$ cat src/hdl/bjt_pkg.sv
package bjt_pkg;

    localparam int MAX_BLOCKS      = 4096;
    localparam int BLOCKS_PER_PART = 16;
    localparam int MIN_BITS        = 16;
    localparam int OFF_W           = 48;
    localparam int LEN_W           = 32;
    localparam int IDX_W           = $clog2(MAX_BLOCKS + 1);
    localparam int PART_BITS       = $clog2(BLOCKS_PER_PART);
    localparam int NUM_PARTS       = MAX_BLOCKS / BLOCKS_PER_PART + 1;
    localparam int PIDX_W          = IDX_W - PART_BITS;
    localparam int CNT_W           = $clog2(BLOCKS_PER_PART + 1);
    localparam int PROD_W          = PART_BITS + MIN_BITS;
    localparam int S_DATA_W        = 48;
    localparam int M_DATA_W        = 56;
    localparam logic [OFF_W-1:0] BASE_RESET = 48'd512;

    typedef enum logic [1:0] {
        CMD_APPEND = 2'd0,
        CMD_FINISH = 2'd1,
        CMD_LOOKUP = 2'd2,
        CMD_NONE   = 2'd3
    } cmd_t;

    typedef enum logic [1:0] {
        ST_OK    = 2'd0,
        ST_RANGE = 2'd1,
        ST_FULL  = 2'd2,
        ST_PHASE = 2'd3
    } status_t;

    typedef enum logic [2:0] {
        S_IDLE,
        S_EXEC,
        S_CLOSE,
        S_LK1,
        S_LK2,
        S_DONE
    } state_t;

    typedef struct packed {
        logic    latch;
        logic    append;
        logic    set_ready;
        logic    pass_init;
        logic    pass_step;
        logic    pass_end;
        logic    lk_calc;
        logic    lk_sum;
        logic    set_stat;
        status_t stat;
        logic    emit;
    } ctrl_cmd_t;

    typedef struct packed {
        cmd_t cmd;
        logic ready;
        logic full;
        logic idx_bad;
        logic pend_zero;
        logic close_now;
        logic pass_more;
        logic out_free;
    } dp_stat_t;

endpackage

$ cat src/hdl/bjt_ctrl.sv
module bjt_ctrl (
    input  logic               aclk,
    input  logic               aresetn,
    input  logic               s_tvalid,
    output logic               s_tready,
    input  bjt_pkg::dp_stat_t  st,
    output bjt_pkg::ctrl_cmd_t cmd
);
    import bjt_pkg::*;

    state_t state_reg, state_next;

    always_ff @(posedge aclk) begin
        if (!aresetn) begin
            state_reg <= S_IDLE;
        end else begin
            state_reg <= state_next;
        end
    end

    always_comb begin
        state_next = state_reg;
        cmd        = '0;
        cmd.stat   = ST_OK;
        s_tready   = 1'b0;
        case (state_reg)
            S_IDLE: begin
                s_tready = 1'b1;
                if (s_tvalid) begin
                    cmd.latch  = 1'b1;
                    state_next = S_EXEC;
                end
            end
            S_EXEC: begin
                cmd.set_stat = 1'b1;
                state_next   = S_DONE;
                case (st.cmd)
                    CMD_APPEND: begin
                        if (st.ready) begin
                            cmd.stat = ST_PHASE;
                        end else if (st.full) begin
                            cmd.stat = ST_FULL;
                        end else begin
                            cmd.append = 1'b1;
                            if (st.close_now) begin
                                cmd.pass_init = 1'b1;
                                state_next    = S_CLOSE;
                            end
                        end
                    end
                    CMD_FINISH: begin
                        if (st.ready) begin
                            cmd.stat = ST_PHASE;
                        end else begin
                            cmd.set_ready = 1'b1;
                            if (!st.pend_zero) begin
                                cmd.pass_init = 1'b1;
                                state_next    = S_CLOSE;
                            end
                        end
                    end
                    CMD_LOOKUP: begin
                        if (!st.ready) begin
                            cmd.stat = ST_PHASE;
                        end else if (st.idx_bad) begin
                            cmd.stat = ST_RANGE;
                        end else begin
                            cmd.set_stat = 1'b0;
                            state_next   = S_LK1;
                        end
                    end
                    default: begin
                        cmd.stat = ST_PHASE;
                    end
                endcase
            end
            S_CLOSE: begin
                if (st.pass_more) begin
                    cmd.pass_step = 1'b1;
                end else begin
                    cmd.pass_end = 1'b1;
                    state_next   = S_DONE;
                end
            end
            S_LK1: begin
                cmd.lk_calc = 1'b1;
                state_next  = S_LK2;
            end
            S_LK2: begin
                cmd.lk_sum = 1'b1;
                state_next = S_DONE;
            end
            S_DONE: begin
                if (st.out_free) begin
                    cmd.emit   = 1'b1;
                    state_next = S_IDLE;
                end
            end
            default: begin
                state_next = S_IDLE;
            end
        endcase
    end

endmodule

$ cat config.mk
export PLATFORM = sky130hd
export DESIGN_NAME = bjt_ctrl
export DESIGN_NICKNAME = d
export VERILOG_FILES = /design/src/hdl/bjt_pkg.sv /design/src/hdl/bjt_ctrl.sv
export SDC_FILE = /design/constraint.sdc
export NUM_CORES = 1
export LEC_CHECK = 0
export ABC_AREA = 1
export BUFFER_PORTS_ARGS = -buffer_cell sky130_fd_sc_hd__buf_2
export CAP_MARGIN = 20
export CORE_AREA = 2 2 39 41
export DETAILED_ROUTE_END_ITERATION = 12
export DIE_AREA = 0 0 41 43
export GPL_TIMING_DRIVEN = 0
export PLACE_DENSITY_LB_ADDON = 0.05
export SLEW_MARGIN = 20
export SYNTH_ARGS = -nofsm -noshare
export SYNTH_HDL_FRONTEND = slang
export SYNTH_SLANG_ARGS = --single-unit
$ cat constraint.sdc
create_clock -name aclk -period 3.5 [get_ports aclk]
set_clock_uncertainty 0.15 [all_clocks]
set_input_delay 0.35 -clock aclk [delete_from_list [all_inputs] [get_ports aclk]]
set_output_delay 0.35 -clock aclk [all_outputs]
set_load 0.01 [all_outputs]
# Word level (Yosys, flattened, before mapping)
# Cells that the tools add are included.
[op_classes]
eq_ne = 10
n_mux = 43
reduce_logical = 3
[op_table]
columns = ["op", "count"]
rows = [
  ["3-bit two-way mux", 12],
  ["1-bit two-way mux", 21],
  ["3-bit one-hot mux with 6 select lines", 1],
  ["2-bit two-way mux", 6],
  ["3-bit one-hot mux with 3 select lines", 1],
  ["3-bit by 2-bit equality test with 1-bit output, second input constant", 2],
  ["3-bit equality test, second input constant", 2],
  ["2-bit != test, second input constant", 3],
  ["2-bit one-hot mux with 3 select lines", 1],
  ["3-bit by 1-bit equality test with 1-bit output, second input constant", 1],
  ["3-bit zero test", 1],
  ["3-bit AND reduction", 1],
  ["2-bit by 1-bit equality test with 1-bit output, second input constant", 1],
  ["2-bit equality test, second input constant", 1],
  ["2-bit zero test", 1],
  ["1-bit one-hot mux with 2 select lines", 1],
]
[totals]
register_bits = 3
inputBits = 12
out_inout_bits = 13

# Longest topological paths before layout
[depth]
depth_word = 5
ltp_mapped = 7
mapped_depth_nobuf = 7

# Worst setup path before layout
# OpenSTA, ideal clock, no wires.
[synth_timing]
path_kind = "flip-flop to output port"
from = "register state_reg[0]"
to = "output cmd[9] in the netlist's numbering"
arrival_time_ns = 1.042
required_ns = 3.000
slack_ns = 1.958
stages_incl_launch_ff = 5
cell_sequence = "dfxtp_1 > nand2_1 > nor2_2 > inv_2 > nor4_1"
[synth_lines]
columns = ["item", "line", "source"]
rows = [
  ["start: declaration", "bjt_ctrl.sv:11", "state_t state_reg, state_next;"],
  ["start signal: assignment", "bjt_ctrl.sv:17", "state_reg <= state_next;"],
  ["end: declaration", "bjt_ctrl.sv:7", "output bjt_pkg::ctrl_cmd_t cmd"],
]

==> impl_metrics.csv <==
group,metric,value,unit
outcome,status,"completed",
route,dr.pass1.iters,4,
logic_synthesis,synth_nets,76,
cells_and_area,post-route-util,0.363,
cts,cts_tree,"yes",
logic_synthesis,netlist_area,337,um2
critical_path,cp.arrival,1.40,ns
logic_synthesis,postSynthAreaPerCell,5.26,um2
route,drcViolationCount,0,
cts,clk_pin_slew,0.04,ns
cts,cts_setup_buffers,0,
cells_and_area,instances_no_fill,108,
power,p_leak,0.000312,uW
sta,fin_crit_sh,0.541,
logic_synthesis,ys_seq_elements,3,
cts,clock-sinks,3,
cts,cts-root-buf,"clkbuf_4",
cells_and_area,fillers,169,
floorplanning,core_region_area,0.00138,mm2
floorplanning,io_pins,25,
route,vias,485,
placement,portBuffers,24,
cts,clk_latency,0.23,ns
logic_synthesis,syn_inst,64,
route,finalWirelength,930,um
sta,setup_violations,0,
cts,cts_resized,0,
global_routing,grt.overflow.total,0,
route,wl_met1,416,um
global_routing,grt_max_degree,9,
sta,fmax,528,MHz
floorplanning,dieArea,0.00176,mm2
flow_run,cap_violations,0,
floorplanning,start_util,0.243,
floorplanning,rows,14,
power,vdd_drop_max,192,uV
cells_and_area,final_nets,105,
sta,fin_tns_setup,0,ns
floorplanning,die_w,41,um
global_routing,grt_usage,0.128,
route,drt-vias-per-instance,4.49,
sta,hold_viol_final,0,
route,drtIter0Drc,5,
cts,cts_buffers,3,
global_routing,grt_pass1_vias,432,
floorplanning,die_h,43,um
route,met2_length,429,um
cts,cts.htree.levels,1,
cells_and_area,area_growth_syn_to_layout,49.4,%
route,maxUsedRoutingLayer,"met3",
cells_and_area,antenna_cells,0,
critical_path,cp.required,3.00,ns
cts,cts_hold_buf,0,
sta,period_needed,1.90,ns
logic_synthesis,yosysSeqAreaShare,0.178,
critical_path,critPathKind,"reg2out",
route,routedWlPerCell,8.61,um
logic_synthesis,yosysTopAreaCell,"dfxtp_1",
sta,rsz0062_at_grt,"no",
cts,cts.path.max_buffers,2,
logic_synthesis,synth_cell_types,16,
placement,place_inst,104,
cells_and_area,largest_register_ff_count,3,
sta,max_slew_margin,0.837,
route,wl_met3,84,um
critical_path,cp_max_fo,8,
placement,hpwl,768,um
logic_synthesis,synth.top_cell.area_share,0.178,
critical_path,cp-end-kind,"output pin",
global_routing,antenna_found_initial,0,
sta,tightestPinTransition,0.245,ns
hold_path,min-delay-path-class,"in2reg",
logic_synthesis,yosysWarnings,0,
sta,slew_violations,0,
cells_and_area,layout-drive-gt1-share,0.348,
power,power_density,391,mW/mm2
logic_synthesis,ys_top_cells_by_area,"dfxtp_1 18%, inv_1 14%, nor2_1 14%",
global_routing,grt_pass1_wl,1640,um
critical_path,cp-start-kind,"flip-flop",
placement,gp_congestion,0.690,
route,drtAntennaViolNets,0,
## routing by layer
metal	GRT usage	vias to the layer above
li1	-	264
met1	0.160	202
met2	0.216	19
met3	0.0471	0
met4	0	0
met5	0	-
## critical path, cell delays in order, from the launching register on
cell      delay (ns)
dfxtp_1         0.44
nand2_1         0.12
nor2_2          0.14
inv_2           0.09
a221oi_1        0.19
buf_2           0.17
## kinds of logic (layout without fill, tap and decap cells)
group | count (synthesis) | count (layout) | synth area share
simple gates | 36 | 36 | 0.483
buf+inv | 15 | 43 | 0.167
compound gates | 10 | 10 | 0.171
flops | 3 | 3 | 0.178
## placed cells by master, fill, tap and decap left out, types with 2 or more instances in the layout
master    Yosys  final
buf_2         0     24
inv_1        13     13
nor2_1       13     13
nand2_1      10     10
nand3_1       4      4
a21oi_1       4      4
nor3_1        3      3
nand4_1       3      3
o21ai_0       3      3
clkbuf_4      0      3
dfxtp_1       3      3
inv_2         2      2
## synth_stat cells
library cell,instances
nor3_1,3
o21ai_1,1
a221oi_1,1
nor2_2,1
nor4_1,1
o21ai_0,3
a21oi_2,1
inv_1,13
inv_2,2
nor2_1,13
nand3_1,4
dfxtp_1,3
a21oi_1,4
nand2_1,10
nand4_1,3
nor3_2,1
## report_power, final
group          internal, uW  total, uW  switching [uW]
Clock                  42.7       59.7            17.1
Sequential             39.4       48.0            8.58
Combinational          35.4       88.7            53.4
## path summary, 6_finish.rpt
check                           depth (start not counted)  slack (ns)            to         start
worst max-delay path                                    5        1.60        cmd[2]  state_reg[0]
worst min-delay path                                    3        0.22  state_reg[0]       aresetn
worst max register to register                          6        2.18  state_reg[0]  state_reg[0]
worst min register to register                          2        0.50  state_reg[0]  state_reg[2]
## layout make-up
type,instances,area (um2),area share
clock buffer,4,26.3,0.0522
inverter,15,56.3,0.112
multi-input combinational,46,220,0.438
sequential,3,60.1,0.119
tap,16,20.0,0.0398
timing repair buffer,24,120,0.239
## through the flow
stage	total power, uW	cell area (um2)	hold WS, ns	worst slack (ns)
2_1_floorplan	106	337	0.358	1.96
3_3_place_gp	139	477	0.460	1.81
3_5_place_dp	139	477	0.464	1.82
4_1_cts	203	503	0.218	1.57
5_1_grt	221	503	0.225	1.47
6_report	196	503	0.224	1.60
(Power assumes the default switching activity.)
